$ cat src/design/u16d_pkg.sv
// ---------------------------------------------------------------------------
// u16d_pkg
// Shared types and constants for the UTF-16 byte stream decoder.
// ---------------------------------------------------------------------------
package u16d_pkg;

    localparam int unsigned QUEUE_DEPTH = 4;

    localparam int unsigned BYTE_W = 8;
    localparam int unsigned UNIT_W = 16;
    localparam int unsigned CP_W   = 21;
    localparam int unsigned SUR_W  = 10;

    localparam logic [5:0]      SUR_HIGH_TAG = 6'b110110;
    localparam logic [5:0]      SUR_LOW_TAG  = 6'b110111;
    localparam logic [CP_W-1:0] SUPP_BASE    = 21'h010000;

    localparam logic STATUS_OK  = 1'b0;
    localparam logic STATUS_ERR = 1'b1;

    // One queued word: up to two results caused by one input byte.
    typedef struct packed {
        logic            has_err;
        logic            has_main;
        logic            main_status;
        logic [CP_W-1:0] main_cp;
    } entry_t;

    typedef enum logic [1:0] {
        ST_FIRST  = 2'b01,
        ST_SECOND = 2'b10
    } back_state_t;

endpackage

$ cat src/design/u16d_front.sv
// ---------------------------------------------------------------------------
// u16d_front
// Accepts bytes, pairs them into units, classifies surrogates and builds
// one queue word per byte that yields results.
// ---------------------------------------------------------------------------
module u16d_front
(
    input  logic                           clk,
    input  logic                           rst_n,
    input  logic                           cfg_we,
    input  logic                           cfg_wdata,
    input  logic                           in_valid,
    output logic                           in_ready,
    input  logic [7:0]                     data_byte,
    input  logic                           q_ready,
    output logic                           q_push,
    output u16d_pkg::entry_t               q_entry
);
    import u16d_pkg::*;

    logic               big_endian_reg;
    logic               byte_held_reg,  byte_held_next;
    logic [BYTE_W-1:0]  held_byte_reg,  held_byte_next;
    logic               hs_held_reg,    hs_held_next;
    logic [SUR_W-1:0]   hs_bits_reg,    hs_bits_next;

    logic               accept;
    logic [UNIT_W-1:0]  unit;
    logic               is_high;
    logic               is_low;
    logic [CP_W-1:0]    supp_cp;
    entry_t             entry;

    assign in_ready = q_ready;
    assign accept   = in_valid && in_ready;

    assign unit    = big_endian_reg ? {held_byte_reg, data_byte} : {data_byte, held_byte_reg};
    assign is_high = (unit[15:10] == SUR_HIGH_TAG);
    assign is_low  = (unit[15:10] == SUR_LOW_TAG);
    assign supp_cp = SUPP_BASE + {1'b0, hs_bits_reg, unit[SUR_W-1:0]};

    always_comb
    begin
        entry          = '0;
        byte_held_next = byte_held_reg;
        held_byte_next = held_byte_reg;
        hs_held_next   = hs_held_reg;
        hs_bits_next   = hs_bits_reg;
        if (accept)
        begin
            if (!byte_held_reg)
            begin
                byte_held_next = 1'b1;
                held_byte_next = data_byte;
            end
            else
            begin
                byte_held_next = 1'b0;
                hs_held_next   = 1'b0;
                hs_bits_next   = '0;
                if (hs_held_reg && is_low)
                begin
                    entry.has_main    = 1'b1;
                    entry.main_status = STATUS_OK;
                    entry.main_cp     = supp_cp;
                end
                else
                begin
                    entry.has_err = hs_held_reg;
                    if (is_high)
                    begin
                        hs_held_next = 1'b1;
                        hs_bits_next = unit[SUR_W-1:0];
                    end
                    else if (is_low)
                    begin
                        entry.has_main    = 1'b1;
                        entry.main_status = STATUS_ERR;
                    end
                    else
                    begin
                        entry.has_main    = 1'b1;
                        entry.main_status = STATUS_OK;
                        entry.main_cp     = {{(CP_W-UNIT_W){1'b0}}, unit};
                    end
                end
            end
        end
    end

    assign q_push  = accept && byte_held_reg && (entry.has_err || entry.has_main);
    assign q_entry = entry;

    always_ff @(posedge clk or negedge rst_n)
    begin
        if (!rst_n)
        begin
            big_endian_reg <= 1'b0;
            byte_held_reg  <= 1'b0;
            held_byte_reg  <= '0;
            hs_held_reg    <= 1'b0;
            hs_bits_reg    <= '0;
        end
        else
        begin
            if (cfg_we)
            begin
                big_endian_reg <= cfg_wdata;
            end
            byte_held_reg <= byte_held_next;
            held_byte_reg <= held_byte_next;
            hs_held_reg   <= hs_held_next;
            hs_bits_reg   <= hs_bits_next;
        end
    end

    a_push_on_second_byte: assert property (@(posedge clk) disable iff (!rst_n)
        q_push |-> (accept && byte_held_reg))
        else $error("queue push without a completed unit");

    a_pending_bits_clear: assert property (@(posedge clk) disable iff (!rst_n)
        !hs_held_reg |-> (hs_bits_reg == '0))
        else $error("surrogate bits kept with nothing pending");

endmodule

$ cat src/design/u16d_queue.sv
// ---------------------------------------------------------------------------
// u16d_queue
// Small FIFO of decoded words between the front and back parts.
// ---------------------------------------------------------------------------
module u16d_queue
#(
    parameter int unsigned DEPTH = u16d_pkg::QUEUE_DEPTH
)
(
    input  logic             clk,
    input  logic             rst_n,
    input  logic             push,
    input  u16d_pkg::entry_t push_entry,
    output logic             push_ready,
    input  logic             pop,
    output logic             head_valid,
    output u16d_pkg::entry_t head_entry
);
    import u16d_pkg::*;

    localparam int unsigned PTR_W = (DEPTH > 1) ? $clog2(DEPTH) : 1;
    localparam int unsigned CNT_W = $clog2(DEPTH + 1);
    localparam logic [PTR_W-1:0] PTR_LAST = PTR_W'(DEPTH - 1);
    localparam logic [CNT_W-1:0] CNT_FULL = CNT_W'(DEPTH);

    entry_t            mem_reg [DEPTH];
    logic [PTR_W-1:0]  wr_ptr_reg, wr_ptr_next;
    logic [PTR_W-1:0]  rd_ptr_reg, rd_ptr_next;
    logic [CNT_W-1:0]  count_reg,  count_next;

    logic do_push;
    logic do_pop;

    assign push_ready = (count_reg != CNT_FULL);
    assign head_valid = (count_reg != '0);
    assign head_entry = mem_reg[rd_ptr_reg];
    assign do_push    = push && push_ready;
    assign do_pop     = pop && head_valid;

    always_comb
    begin
        wr_ptr_next = wr_ptr_reg;
        rd_ptr_next = rd_ptr_reg;
        count_next  = count_reg;
        if (do_push)
        begin
            wr_ptr_next = (wr_ptr_reg == PTR_LAST) ? '0 : wr_ptr_reg + 1'b1;
        end
        if (do_pop)
        begin
            rd_ptr_next = (rd_ptr_reg == PTR_LAST) ? '0 : rd_ptr_reg + 1'b1;
        end
        if (do_push && !do_pop)
        begin
            count_next = count_reg + 1'b1;
        end
        else if (do_pop && !do_push)
        begin
            count_next = count_reg - 1'b1;
        end
    end

    always_ff @(posedge clk)
    begin
        if (do_push)
        begin
            mem_reg[wr_ptr_reg] <= push_entry;
        end
    end

    always_ff @(posedge clk or negedge rst_n)
    begin
        if (!rst_n)
        begin
            wr_ptr_reg <= '0;
            rd_ptr_reg <= '0;
            count_reg  <= '0;
        end
        else
        begin
            wr_ptr_reg <= wr_ptr_next;
            rd_ptr_reg <= rd_ptr_next;
            count_reg  <= count_next;
        end
    end

    a_count_bound: assert property (@(posedge clk) disable iff (!rst_n)
        count_reg <= CNT_FULL)
        else $error("queue count beyond depth");

    a_ptr_agree: assert property (@(posedge clk) disable iff (!rst_n)
        (count_reg == '0) |-> (wr_ptr_reg == rd_ptr_reg))
        else $error("empty queue with pointers apart");

endmodule

$ cat src/design/u16d_back.sv
// ---------------------------------------------------------------------------
// u16d_back
// Drains queued words into result words, one result per cycle while out_ready is high.
// ---------------------------------------------------------------------------
module u16d_back
(
    input  logic             clk,
    input  logic             rst_n,
    input  logic             head_valid,
    input  u16d_pkg::entry_t head_entry,
    output logic             pop,
    output logic             out_valid,
    input  logic             out_ready,
    output logic [20:0]      code_point,
    output logic             status,
    output logic             last
);
    import u16d_pkg::*;

    back_state_t state_reg, state_next;
    logic        show_err;
    logic        fire;

    assign show_err   = (state_reg == ST_FIRST) && head_entry.has_err;
    assign out_valid  = head_valid;
    assign code_point = show_err ? '0 : head_entry.main_cp;
    assign status     = show_err ? STATUS_ERR : head_entry.main_status;
    assign last       = show_err ? !head_entry.has_main : 1'b1;
    assign fire       = out_valid && out_ready;
    assign pop        = fire && last;

    always_comb
    begin
        state_next = state_reg;
        case (state_reg)
            ST_FIRST:
            begin
                if (fire && !last)
                begin
                    state_next = ST_SECOND;
                end
            end
            ST_SECOND:
            begin
                if (fire)
                begin
                    state_next = ST_FIRST;
                end
            end
            default:
            begin
                state_next = ST_FIRST;
            end
        endcase
    end

    always_ff @(posedge clk or negedge rst_n)
    begin
        if (!rst_n)
        begin
            state_reg <= ST_FIRST;
        end
        else
        begin
            state_reg <= state_next;
        end
    end

    a_second_needs_pair: assert property (@(posedge clk) disable iff (!rst_n)
        (state_reg == ST_SECOND) |-> (head_valid && head_entry.has_err && head_entry.has_main))
        else $error("second result without a two-result word");

    a_err_word_zero: assert property (@(posedge clk) disable iff (!rst_n)
        (out_valid && status == STATUS_ERR) |-> (code_point == '0))
        else $error("error result with nonzero code point");

endmodule

$ cat src/design/utf16_byte_stream_decoder.sv
// ---------------------------------------------------------------------------
// utf16_byte_stream_decoder
// UTF-16 byte stream to Unicode code point decoder, top level.
// ---------------------------------------------------------------------------
// One byte is taken per cycle while the result queue has room. The first
// byte of a unit gives nothing; the second gives zero, one or two results
// through a QUEUE_DEPTH-word FIFO. Results leave at one per cycle while
// out_ready is high, so a byte that gives two results (error for a dropped
// high surrogate, then the new unit) holds the output for both in turn;
// the FIFO absorbs that, and the sustained input rate is one byte per cycle
// unless the output side stalls. A result enters the FIFO when the second
// byte of its unit is accepted. cfg_we writes the byte order bit.
module utf16_byte_stream_decoder
#(
    parameter int unsigned QUEUE_DEPTH = u16d_pkg::QUEUE_DEPTH
)
(
    input  logic        clk,
    input  logic        rst_n,
    input  logic        cfg_we,
    input  logic        cfg_wdata,
    input  logic        in_valid,
    output logic        in_ready,
    input  logic [7:0]  data_byte,
    output logic        out_valid,
    input  logic        out_ready,
    output logic [20:0] code_point,
    output logic        status,
    output logic        last
);
    import u16d_pkg::*;

    logic   q_push;
    logic   q_ready;
    entry_t q_entry;
    logic   q_pop;
    logic   head_valid;
    entry_t head_entry;

    u16d_front u_front
    (
        .clk       (clk),
        .rst_n     (rst_n),
        .cfg_we    (cfg_we),
        .cfg_wdata (cfg_wdata),
        .in_valid  (in_valid),
        .in_ready  (in_ready),
        .data_byte (data_byte),
        .q_ready   (q_ready),
        .q_push    (q_push),
        .q_entry   (q_entry)
    );

    u16d_queue #(.DEPTH(QUEUE_DEPTH)) u_queue
    (
        .clk        (clk),
        .rst_n      (rst_n),
        .push       (q_push),
        .push_entry (q_entry),
        .push_ready (q_ready),
        .pop        (q_pop),
        .head_valid (head_valid),
        .head_entry (head_entry)
    );

    u16d_back u_back
    (
        .clk        (clk),
        .rst_n      (rst_n),
        .head_valid (head_valid),
        .head_entry (head_entry),
        .pop        (q_pop),
        .out_valid  (out_valid),
        .out_ready  (out_ready),
        .code_point (code_point),
        .status     (status),
        .last       (last)
    );

endmodule

$ cat config.mk
export PLATFORM = sky130hd
export DESIGN_NAME = utf16_byte_stream_decoder
export DESIGN_NICKNAME = d
export VERILOG_FILES = /design/src/design/u16d_pkg.sv /design/src/design/u16d_front.sv /design/src/design/u16d_queue.sv /design/src/design/u16d_back.sv /design/src/design/utf16_byte_stream_decoder.sv
export SDC_FILE = /design/constraint.sdc
export NUM_CORES = 1
export LEC_CHECK = 0
export ABC_AREA = 1
export BUFFER_PORTS_ARGS = -buffer_cell sky130_fd_sc_hd__buf_2
export CAP_MARGIN = 15
export CORE_ASPECT_RATIO = 0.6
export CORE_MARGIN = 3
export CORE_UTILIZATION = 41
export DETAILED_ROUTE_END_ITERATION = 10
export HOLD_SLACK_MARGIN = 0.06
export PLACE_DENSITY = 0.62
export REMOVE_ABC_BUFFERS = 1
export SLEW_MARGIN = 20
export SYNTH_ARGS = -nofsm -noshare
export SYNTH_HDL_FRONTEND = slang
export SYNTH_SLANG_ARGS = --single-unit
$ cat constraint.sdc
create_clock -name clk -period 3.2 [get_ports clk]
set_input_delay 0.32 -clock clk [delete_from_list [all_inputs] [get_ports clk]]
set_output_delay 0.32 -clock clk [all_outputs]
set_load 0.02 [all_outputs]
## Word-level counts from Yosys, hierarchy flattened

Memory sizes are Yosys's and may differ from the RTL's.
Index checks and enable logic that the tools add are counted.

| word-level totals | value |
|---|---|
| bits in registers | 30 |
| RAM bits | 96 |
| input port bits | 14 |
| output and inout port bits | 25 |
| word-level logic and storage cells | 72 |
| memories | 1 |

| operators by class | value |
|---|---|
| add/sub/neg operators | 5 |
| equal/unequal tests | 9 |
| multiplexer cells | 25 |
| bitwise gates (word level) | 1 |
| reduce and logical (&&, ||, !) cells | 22 |

Memory list:

| name | depth | bits a word | read ports | clocked after Yosys merged registers in | wr ports | RTL line | text |
|---|---|---|---|---|---|---|---|
| u_queue.mem_reg | 4 | 24 | 1 | 0 | 1 | u16d_queue.sv:26 | `entry_t mem_reg [DEPTH];` |

Operators by type and width:

| operator | count |
|---|---|
| two-way mux 24 bit | 2 |
| two-way mux 23 bit | 2 |
| two-way mux 16 bit | 2 |
| adder 17 x 20 -> 21 bit (first input constant) | 1 |
| two-way mux 21 bit | 1 |
| two-way mux 10 bit | 2 |
| == test 6 bit (second input constant) | 2 |
| logical AND 1 bit | 12 |
| two-way mux 1 bit | 9 |
| two-way mux 2 bit | 4 |
| == test 2 bit (second input constant) | 3 |
| two-way mux 3 bit | 2 |
| AND reduction 2 bit | 3 |
| adder 2 x 1 -> 2 bit (second input constant) | 2 |
| zero test 1 bit | 4 |
| one-hot mux 2 bit (2 select lines) | 1 |
| adder 3 x 1 -> 3 bit (second input constant) | 1 |
| inequality test 3 bit (second input constant) | 1 |
| nonzero test 3 bit | 1 |
| subtractor 3 x 1 -> 3 bit (second input constant) | 1 |
| == test 2 x 1 -> 1 bit (second input constant) | 1 |
| inequality test 2 x 1 -> 1 bit (second input constant) | 1 |
| inequality test 2 bit (second input constant) | 1 |
| nonzero test 2 bit | 1 |
| other kinds (2) | 2 |

## Depth between registers and ports, before layout

Gate-level depths: netlist (run 1).

| logic depth | value |
|---|---|
| depth in word-level cells | 14 |
| gate-level depth with buffers | 14 |
| depth with buffers taken out | 14 |

## Modules after synthesis

Synthesis (run 1) repeated with hierarchy kept, for this count alone.

| second synthesis, totals | value |
|---|---|
| cell total of the unflattened synthesis | 607 |
| area total of the unflattened synthesis | 6073.3 um2 |

By module, submodules not included:

| module | times used | cells an instance | area each (um2) | sequential area each (um2) |
|---|---|---|---|---|
| u16d_queue | 1 | 339 | 4362.9 | 3057.9 |
| u16d_front | 1 | 207 | 1400.1 | 525.5 |
| u16d_back | 1 | 61 | 310.3 | 51.3 |

## Least setup slack after synthesis (run 1)

No wires, ideal clock.

| timing | value |
|---|---|
| kind | register -> register |
| start | register u_queue.count_reg[0] |
| end | memory u_queue.mem_reg[0][0] (netlist name), enable pin |
| library setup time | 0.405 ns |
| arrival time | 2.182 ns |
| required time | 2.795 ns |
| path slack | 0.613 ns |
| cell stages (with the launch flop) | 9 |
| buffers on the path | 0 |
| clock period less this slack | 2.587 ns |
| cell sequence | dfrtp_1 -> inv_1 -> nand3_2 -> nand3_2 -> nor2_4 -> nand2_2 -> nand2_2 -> inv_2 -> nor2_1 |

| between the ends | value |
|---|---|
| longest elaborated chain between the ends | 8 |
| elaborated cells on any way between the ends | 9 |
| those cells by class | eq/ne (1); mux (3); reduce/logical (5) |

RTL lines:

| what | RTL line | text |
|---|---|---|
| start: declaration | u16d_queue.sv:29 | `logic [CNT_W-1:0] count_reg, count_next;` |
| start signal: assignment | u16d_queue.sv:83 | `count_reg <= count_next;` |
| inequality test 3 bit (*) | u16d_queue.sv:34 | `assign push_ready = (count_reg != CNT_FULL);` |
| net in_ready | utf16_byte_stream_decoder.sv:23 | `output logic in_ready,` |
| logical AND 1 bit | u16d_front.sv:35 | `assign accept = in_valid && in_ready;` |
| two-way mux 24 bit | u16d_front.sv:49 | `if (accept)` |
| logical OR 1 bit | u16d_front.sv:91 | `assign q_push = accept && byte_held_reg && (entry.has_err \|\| entry.has_main);` |
| logical AND 1 bit | u16d_front.sv:91 |  |
| logical AND 1 bit (*) | u16d_queue.sv:37 | `assign do_push = push && push_ready;` |
| net u_queue.do_push | u16d_queue.sv:31 | `logic do_push;` |
| two-way mux 1 bit (*) | u16d_queue.sv:65 | `if (do_push)` |
| two-way mux 1 bit (implied by the code) (*) | u16d_queue.sv:67 | `mem_reg[wr_ptr_reg] <= push_entry;` |
| end: declaration | u16d_queue.sv:26 |  |

The timed path passes the listed nets; every way through them passes the cells marked *.

## Worst setup path in the final report (run 1)

| timing | value |
|---|---|
| start | register u_queue.rd_ptr_reg[0] |
| end | output status |

| between the ends | value |
|---|---|
| longest elaborated chain between the ends | 3 |

RTL lines:

| what | RTL line | text |
|---|---|---|
| start: declaration | u16d_queue.sv:28 | `logic [PTR_W-1:0] rd_ptr_reg, rd_ptr_next;` |
| start signal: assignment | u16d_queue.sv:82 | `rd_ptr_reg <= rd_ptr_next;` |
| memory (4 x 24 bit) (*) | - |  |
| logical AND 1 bit | u16d_back.sv:24 | `assign show_err = (state_reg == ST_FIRST) && head_entry.has_err;` |
| two-way mux 1 bit (*) | u16d_back.sv:27 | `assign status = show_err ? STATUS_ERR : head_entry.main_status;` |
| end: declaration | utf16_byte_stream_decoder.sv:28 | `output logic status,` |

Every way passes the cells marked *; elsewhere a longest branch is shown, timed or not.

==> results_dict.tcl, run 1 <==
set metrics [dict create \
    outcome "complete, no violations" \
    start_util_pct 42.3 \
    grt_pass1_wl_um 20500 \
    timing.rr.start "u_queue.count_reg[0]" \
    numPortBuffers 38 \
    place.gp.congestion 0.841 \
    worstPathMaxFanout 22 \
    drt-initial-drc-count 257 \
    cts-root-buf "clkbuf_16" \
    maxCapViolCount 0 \
    synthesis.area_um2 5840 \
    fin_area_um2 6830 \
    final_common_cell "nand2_1" \
    hold_path_end "u_front.big_endian_reg" \
    cpPeakStageDelay_ns 0.66 \
    drive_gt1_share_pct 19.6 \
    hold_ws_ns 0.113 \
    via_count 4038 \
    cts_tree "yes" \
    cp_data_arrival_time_ns 2.46 \
    layout_common_cells "nand2_1, edfxtp_1, inv_1" \
    fin_nets 646 \
    grt_max_degree 37 \
    dp.final_hpwl_um 8330 \
    die_area_um2 15800 \
    avgSynthCellArea_um2 10.0 \
    hold_viol 0 \
    clk_pin_slew_worst_paths_ns 0.06 \
    die_h_um 98.4 \
    reg2regPathDepth 12 \
    post_drt_wl_per_cell_um 14.8 \
    grt-busiest-layer "met2" \
    r2r_end "u_queue.count_reg[2]" \
    drt_wl_total_um 12300 \
    p_leak_nw 2.98 \
    ir_drop_v 0.000440 \
    r2r_slack_ns 0.59 \
    worst_slew_pin_slew_ns 0.712 \
    setup_viol 0 \
    route.antenna.remaining_nets 0 \
    ys_types 33 \
    path_cells "inv_2 -> o21ai_0 -> nand2_1 -> nand2_2 -> o221ai_1 -> buf_2" \
    grtUsageMet3_pct 4.66 \
    slew_headroom_pct 52.5 \
    critPathKind "register to primary output" \
    areaGrowthSynthToFinish_pct 17.0 \
    ys_warn_count 0 \
    critPathLaunchType "register" \
    antenna_cells 0 \
    hold_path_class "input pin to register" \
    rows 33 \
    p_per_area_nw_per_um2 999 \
    numCtsBuffers 17 \
    holdPathStages 3 \
    clock-sinks 126 \
    grt_util_met1_pct 23.9 \
    min_from "cfg_wdata" \
    route.detailed.drc 0 \
    post_cts_buffers 0 \
    die_w_um 160 \
    cp.required_ns 2.88 \
    use_met2_pct 25.0 \
    first_pass_iters 5 \
    ys_seq_area_share_pct 62.3 \
    grtUsageTotal_pct 16.6 \
    grt_pass1_vias 4121 \
    clockBufferDepth 2 \
    viasPerCell 4.87 \
    clk_latency_ns 0.41 \
    overflow 0 \
    fmax_mhz 360 \
    antenna_found_initial 0 \
    placed_area_um2 6220 \
    crit_path_top_delay_cell "dfrtp_1" \
    htreeDepth 4 \
    min_period_over_period_pct 86.9 \
    synth_cells 581 \
    num_io_pins 39 \
    rsz0062_at_grt "false" \
    final_max_slew_viol_count 0 \
    critPathCaptureType "primary output" \
    core_um2 13800 \
    ys_ff_latch 126 \
    power_mw 6.83 \
    largest_reg_flops 96 \
    clock_skew_ns 0.00692 \
    nFillCells 1278 \
    period_minus_slack_ns 2.78 \
]
==> cells in the mapped netlist (all sizes together) <==
| master | count | share of area (%) |
|---|---|---|
| nor3 | 3 | 0.43 |
| fa | 1 | 0.34 |
| nor2 | 82 | 5.8 |
| o22ai | 23 | 2.5 |
| buf | 19 | 2.3 |
| nand2 | 121 | 8.5 |
| dfstp | 1 | 0.45 |
| ha | 7 | 1.5 |
| a21oi | 14 | 1.2 |
| dfrtp | 29 | 12 |
| xor2 | 2 | 0.30 |
| clkbuf | 7 | 0.45 |
| xnor2 | 1 | 0.15 |
| nand3 | 16 | 1.6 |
| o221ai | 1 | 0.15 |
| o21ai | 74 | 6.9 |
| nand4 | 1 | 0.11 |
| and2 | 1 | 0.11 |
| or2 | 1 | 0.11 |
| edfxtp | 96 | 49 |
| inv | 81 | 5.2 |
==> layer usage <==
metal | wire length (µm) | part of all wire (%)
met1 | 6100 | 50
met2 | 5410 | 44
met5 | 0 | 0
met3 | 695 | 5.6
met4 | 104 | 0.84
==> how the worst max path moves through the flow <==
stage	from	endpoint	slack (ns)
final	u_queue.rd_ptr_reg[0]	status	0.42
after global routing	u_queue.rd_ptr_reg[0]	status	0.17
after CTS	u_queue.rd_ptr_reg[0]	status	0.37
after detailed placement	u_queue.count_reg[0]	u_queue.count_reg[2]	0.62
after global placement	u_queue.count_reg[0]	u_queue.count_reg[2]	0.66
after floorplan	u_front.big_endian_reg	u_queue.mem_reg[0][0]	-0.15
==> layout make-up <==
type	count	area [µm²]	area share, %
multi-input cells	348	1750	25.6
clock buffers	18	429	6.28
repair buffers	50	308	4.51
inverters	81	304	4.45
clock inverters	14	168	2.45
flip-flops and latches	126	3630	53.2
well taps	192	240	3.52
==> through the flow <==
| stage | std cells | utilization [%] | setup slack [ns] | TNS (ns) |
|---|---|---|---|---|
| detailed placement | 796 | 45.1 | 0.616 | 0 |
| finish | 829 | 49.5 | 0.420 | 0 |
| global placement | 796 | 45.1 | 0.664 | 0 |
| floorplan | 555 | - | -0.147 | -14.12 |
| CTS | 829 | 49.5 | 0.370 | 0 |
| global route | 829 | 49.5 | 0.173 | 0 |
==> worst max-delay path, delay by kind of cell (launching register included) <==
| kind | cells | cell delay [ns] |
|---|---|---|
| flops | 1 | 0.66 |
| simple gates | 2 | 0.49 |
| compound gates | 2 | 0.45 |
| buf+inv | 2 | 0.43 |
==> where the power goes <==
group	switching [mW]	internal (mW)	leakage (nW)	total (mW)
logic	1.73	0.771	1.43	2.50
registers	0.188	2.21	1.27	2.39
clock network	0.703	1.22	0.286	1.93
==> kinds of logic after synthesis <==
family | count (synthesis) | synth area share [%]
adders and majority gates | 8 | 1.84
and+or+nand+nor | 225 | 16.7
xor gates and xnor gates | 3 | 0.450
AOI/OAI and AO/OA | 112 | 10.7
DFF | 126 | 62.3
buffers and inverters | 107 | 7.97
==> what timing repair did <==
| action | CTS | global route |
|---|---|---|
| setup endpoints to repair | 0 | 0 |
| gates resized for setup | 0 | 0 |
| hold endpoints to repair | 29 | 0 |
| hold buffers | 1 | 0 |
No activity file was read; power rests on OpenSTA's default activity.
==> run 2: changes to the inputs <==
CELL_PAD_IN_SITES_DETAIL_PLACEMENT = 1   (was default)
CELL_PAD_IN_SITES_GLOBAL_PLACEMENT = 1   (was default)
PLACE_DENSITY = 0.74   (was 0.62)
==> run 2 against run 1 <==
Net effect: clock power increased by 9.8%; register-to-register slack worse by 0.06 ns; routed wire length is 18% higher; sequential share of layout area decreased by 0.28 points; highest routed layer unchanged; final area rose by 0.53%; largest power group unchanged; clock skew is 0.0038 ns higher.
==> results_dict.tcl, run 2 (same netlist as run 1, synthesis figures left out) <==
set metrics [dict create \
    min_period_over_period_pct 90.7 \
    route.detailed.drc 0 \
    grtUsageTotal_pct 19.6 \
    antenna_cells 0 \
    cts-root-buf "clkbuf_16" \
    start_util_pct 42.3 \
    grt_pass1_vias 4421 \
    power_mw 7.09 \
    worstPathMaxFanout 22 \
    via_count 4140 \
    post_drt_wl_per_cell_um 17.5 \
    critPathLaunchType "register" \
    preCtsSetupSlack_ns 0.509 \
    clockBufferDepth 2 \
    numCtsBuffers 17 \
    cts_resized 0 \
    largest_reg_flops 96 \
    numPortBuffers 38 \
    hold_viol 0 \
    core_um2 13800 \
    cp_data_arrival_time_ns 2.58 \
    hold_ws_ns 0.134 \
    worst_slew_pin_slew_ns 0.741 \
    grt_max_degree 35 \
    fin_tns_setup_ns 0 \
    fmax_mhz 344 \
    die_h_um 98.4 \
    drive_gt1_share_pct 19.7 \
    setup_viol 0 \
    maxCapViolCount 0 \
    dp.final_hpwl_um 9560 \
    num_io_pins 39 \
    critPathCaptureType "primary output" \
    drt_wl_total_um 14500 \
    drt-initial-drc-count 305 \
    crit_path_top_delay_cell "dfrtp_1" \
    p_leak_nw 3.01 \
    die_w_um 160 \
    critPathBufInv 2 \
    outcome "complete, no violations" \
    period_minus_slack_ns 2.90 \
    route.antenna.remaining_nets 0 \
    cpPeakStageDelay_ns 0.70 \
    place.gp.congestion 0.823 \
    grt_pass1_wl_um 23800 \
    critPathKind "register to primary output" \
    placed_area_um2 6210 \
    clk_pin_slew_worst_paths_ns 0.06 \
    layout_common_cells "nand2_1, edfxtp_1, inv_1" \
    overflow 0 \
    final_max_slew_viol_count 0 \
    hold_path_class "input pin to register" \
    cp.required_ns 2.88 \
    clock_skew_ns 0.0107 \
    fin_ws_ns 0.296 \
    areaGrowthSynthToFinish_pct 17.6 \
    viasPerCell 4.98 \
    cts_tree "yes" \
    rsz0062_at_grt "false" \
    antenna_found_initial 0 \
    htreeDepth 4 \
    die_area_um2 15800 \
    fin_area_um2 6870 \
    ir_drop_v 0.000413 \
    fin_nets 648 \
    slew_headroom_pct 50.6 \
    first_pass_iters 5 \
    final_common_cell "nand2_1" \
    cp_top_family "flip-flops" \
    p_per_area_nw_per_um2 1030 \
    rows 33 \
    clk_latency_ns 0.42 \
    path_cells "inv_2 -> o21ai_0 -> nand2_1 -> nand2_2 -> o221ai_1 -> buf_2" \
    post_cts_buffers 0 \
    clock-sinks 126 \
    hold_buffers 1 \
]
run 2: cell count changes in the layout (fill, tap and decap cells not counted):
cell	previous run	this run
clkinv_2	4	2
clkinvlp_4	3	2
buf_4	9	13
clkinv_4	2	3
clkinv_1	0	2
clkbuf_1	1	0
inv_6	2	1
bufinv_16	3	5
buf_12	2	0
run 2: area by class of cell:
type	instances	area (µm²)
Clock buffer	17	425
Clock inverter	15	218
Fill cell	1568	6920
Inverter	81	304
Multi-Input combinational cell	348	1750
Sequential cell	126	3630
Tap cell	192	240
Timing Repair Buffer	52	298
run 2: through the flow:
stage	util (%)	std cells
floorplan	-	555
global placement	45.1	798
detailed placement	45.1	798
CTS	49.8	831
global route	49.8	831
finish	49.8	831
run 2: where the power goes:
part | switching, mW | internal (mW) | leakage, nW
Combinational | 1.78 | 0.765 | 1.43
Sequential | 0.221 | 2.21 | 1.27
Clock | 0.738 | 1.38 | 0.308
Total | 2.74 | 4.35 | 3.01
run 2: worst paths after layout:
path,startpoint,endpoint,slack (ns),cells past startpoint
worst max-delay path,u_queue.rd_ptr_reg[0],status,0.30,6
worst min-delay path,cfg_we,u_front.big_endian_reg,0.13,2
worst max register to register,u_queue.count_reg[0],u_queue.count_reg[2],0.53,12
worst min register to register,u_front.hs_bits_reg[4],u_front.hs_bits_reg[4],0.50,2
max in group asynchronous,rst_n,u_front.hs_held_reg,2.22,2
min in group asynchronous,rst_n,u_front.held_byte_reg[7],0.50,2
run 2: per-layer routing:
| layer | track usage [%] | wire length, µm |
|---|---|---|
| met5 | 0 | 0 |
| met4 | 5.53 | 128 |
| met3 | 5.00 | 605 |
| met2 | 32.0 | 6800 |
| met1 | 26.4 | 6970 |
==> run 3: changes to the inputs <==
CORE_ASPECT_RATIO = default   (was 0.6)
==> run 3 against run 2 <==
Net effect: combinational power hardly changed; routed wire length is 1.4% lower; worst hold slack worse by 0.011 ns; worst setup slack better by 0.18 ns; die area is 0.30% lower; final area is 0.53% lower; clock power is 4% lower; clock-buffer cell count is 1 higher; first-iteration DRC count is 13% higher; via count is 0.14% lower; final cell count is 1.9% lower; critical endpoint unchanged.
==> results_dict.tcl, run 3 (same netlist as run 1, synthesis figures left out) <==
set metrics [dict create \
    clockBufferDepth 2 \
    post_drt_wl_per_cell_um 17.6 \
    crit_path_top_delay_cell "dfrtp_1" \
    drive_gt1_share_pct 19.2 \
    die_w_um 125 \
    cts-root-buf "clkbuf_16" \
    drt-initial-drc-count 346 \
    numCtsBuffers 17 \
    outcome "complete, no violations" \
    dp.final_hpwl_um 9160 \
    clk_latency_ns 0.41 \
    path_cells "inv_2 -> o21ai_0 -> nand2_1 -> nand2_2 -> o221ai_1 -> buf_2" \
    drt_wl_total_um 14300 \
    antenna_found_initial 0 \
    fin_nets 648 \
    cpPeakStageDelay_ns 0.63 \
    num_io_pins 39 \
    grt_max_degree 39 \
    critPathBufInv 2 \
    route.antenna.remaining_nets 0 \
    grt_pass1_vias 4504 \
    final_common_cell "nand2_1" \
    largest_reg_flops 96 \
    clk_pin_slew_worst_paths_ns 0.06 \
    fmax_mhz 367 \
    critPathKind "register to primary output" \
    ir_drop_v 0.000365 \
    slew_headroom_pct 51.3 \
    critPathLaunchType "register" \
    htreeDepth 4 \
    cp_top_family "flip-flops" \
    cp_data_arrival_time_ns 2.41 \
    hold_ws_ns 0.123 \
    rows 42 \
    fin_tns_setup_ns 0 \
    maxCapViolCount 0 \
    viasPerCell 5.07 \
    antenna_cells 0 \
    start_util_pct 43.1 \
    clock_skew_ns 0.00626 \
    hold_path_class "input pin to register" \
    grtUsageTotal_pct 19.3 \
    fin_ws_ns 0.472 \
    final_core_util_pct 50.4 \
    worstPathMaxFanout 22 \
    worst_slew_pin_slew_ns 0.731 \
    die_h_um 125 \
    p_leak_nw 2.99 \
    clock-sinks 126 \
    first_pass_iters 4 \
    power_mw 7.01 \
    via_count 4134 \
    final_max_slew_viol_count 0 \
    period_minus_slack_ns 2.73 \
    critPathCaptureType "primary output" \
    areaGrowthSynthToFinish_pct 17.0 \
    layout_common_cells "nand2_1, edfxtp_1, inv_1" \
    cts_tree "yes" \
    fin_area_um2 6830 \
    die_area_um2 15700 \
    final_cells 815 \
    overflow 0 \
    setup_viol 0 \
    rsz0062_at_grt "false" \
    place.gp.congestion 0.835 \
    placed_area_um2 6190 \
    grt_pass1_wl_um 23600 \
    numPortBuffers 38 \
    route.detailed.drc 0 \
    min_period_over_period_pct 85.2 \
    p_per_area_nw_per_um2 1030 \
    placed_cells 782 \
    cp.required_ns 2.88 \
    core_um2 13600 \
    hold_viol 0 \
    preCtsSetupSlack_ns 0.587 \
]
run 3: cell count changes in the layout (fill, tap and decap cells not counted), sizes merged:
| cell | change |
|---|---|
| inv | -1 |
| clkinv | -1 |
| clkinvlp | +1 |
| clkbuf | +1 |
run 3: what timing repair did:
action	CTS	global route
setup buffers	0	0
gates resized for setup	0	0
endpoints found under the hold margin	29	0
hold buffers	1	0
run 3: path summary, 6_finish.rpt:
path | end | slack [ns] | depth (start not counted) | start
min reg2reg | u_front.hs_bits_reg[5] | 0.52 | 2 | u_front.hs_bits_reg[5]
max | status | 0.47 | 6 | u_queue.rd_ptr_reg[0]
max reg2reg | u_queue.count_reg[2] | 0.55 | 12 | u_queue.count_reg[0]
min in group asynchronous | u_front.held_byte_reg[5] | 0.51 | 2 | rst_n
min | u_front.big_endian_reg | 0.12 | 2 | cfg_we
max in group asynchronous | u_front.hs_bits_reg[5] | 2.22 | 2 | rst_n
run 3: power by group:
group | internal (mW) | total, mW | switching [mW]
combinational | 0.768 | 2.56 | 1.79
sequential | 2.21 | 2.41 | 0.197
clock | 1.37 | 2.04 | 0.674
total | 4.34 | 7.01 | 2.67
run 3: layout make-up:
type | instances | area (µm²)
Fill cell | 1535 | 6730
Sequential cell | 126 | 3630
Multi-Input combinational cell | 348 | 1750
Clock buffer | 18 | 429
Inverter | 81 | 304
Timing Repair Buffer | 52 | 298
Tap cell | 176 | 220
Clock inverter | 14 | 198
run 3: metal layers:
metal  vias up  part of all wire, %  track usage (%)
li1       2012                    -                -
met1      2044                   45             24.3
met2        69                   51             33.2
met3         9                  2.9             4.05
met4         0                 0.98             6.38
met5         -                    0                0
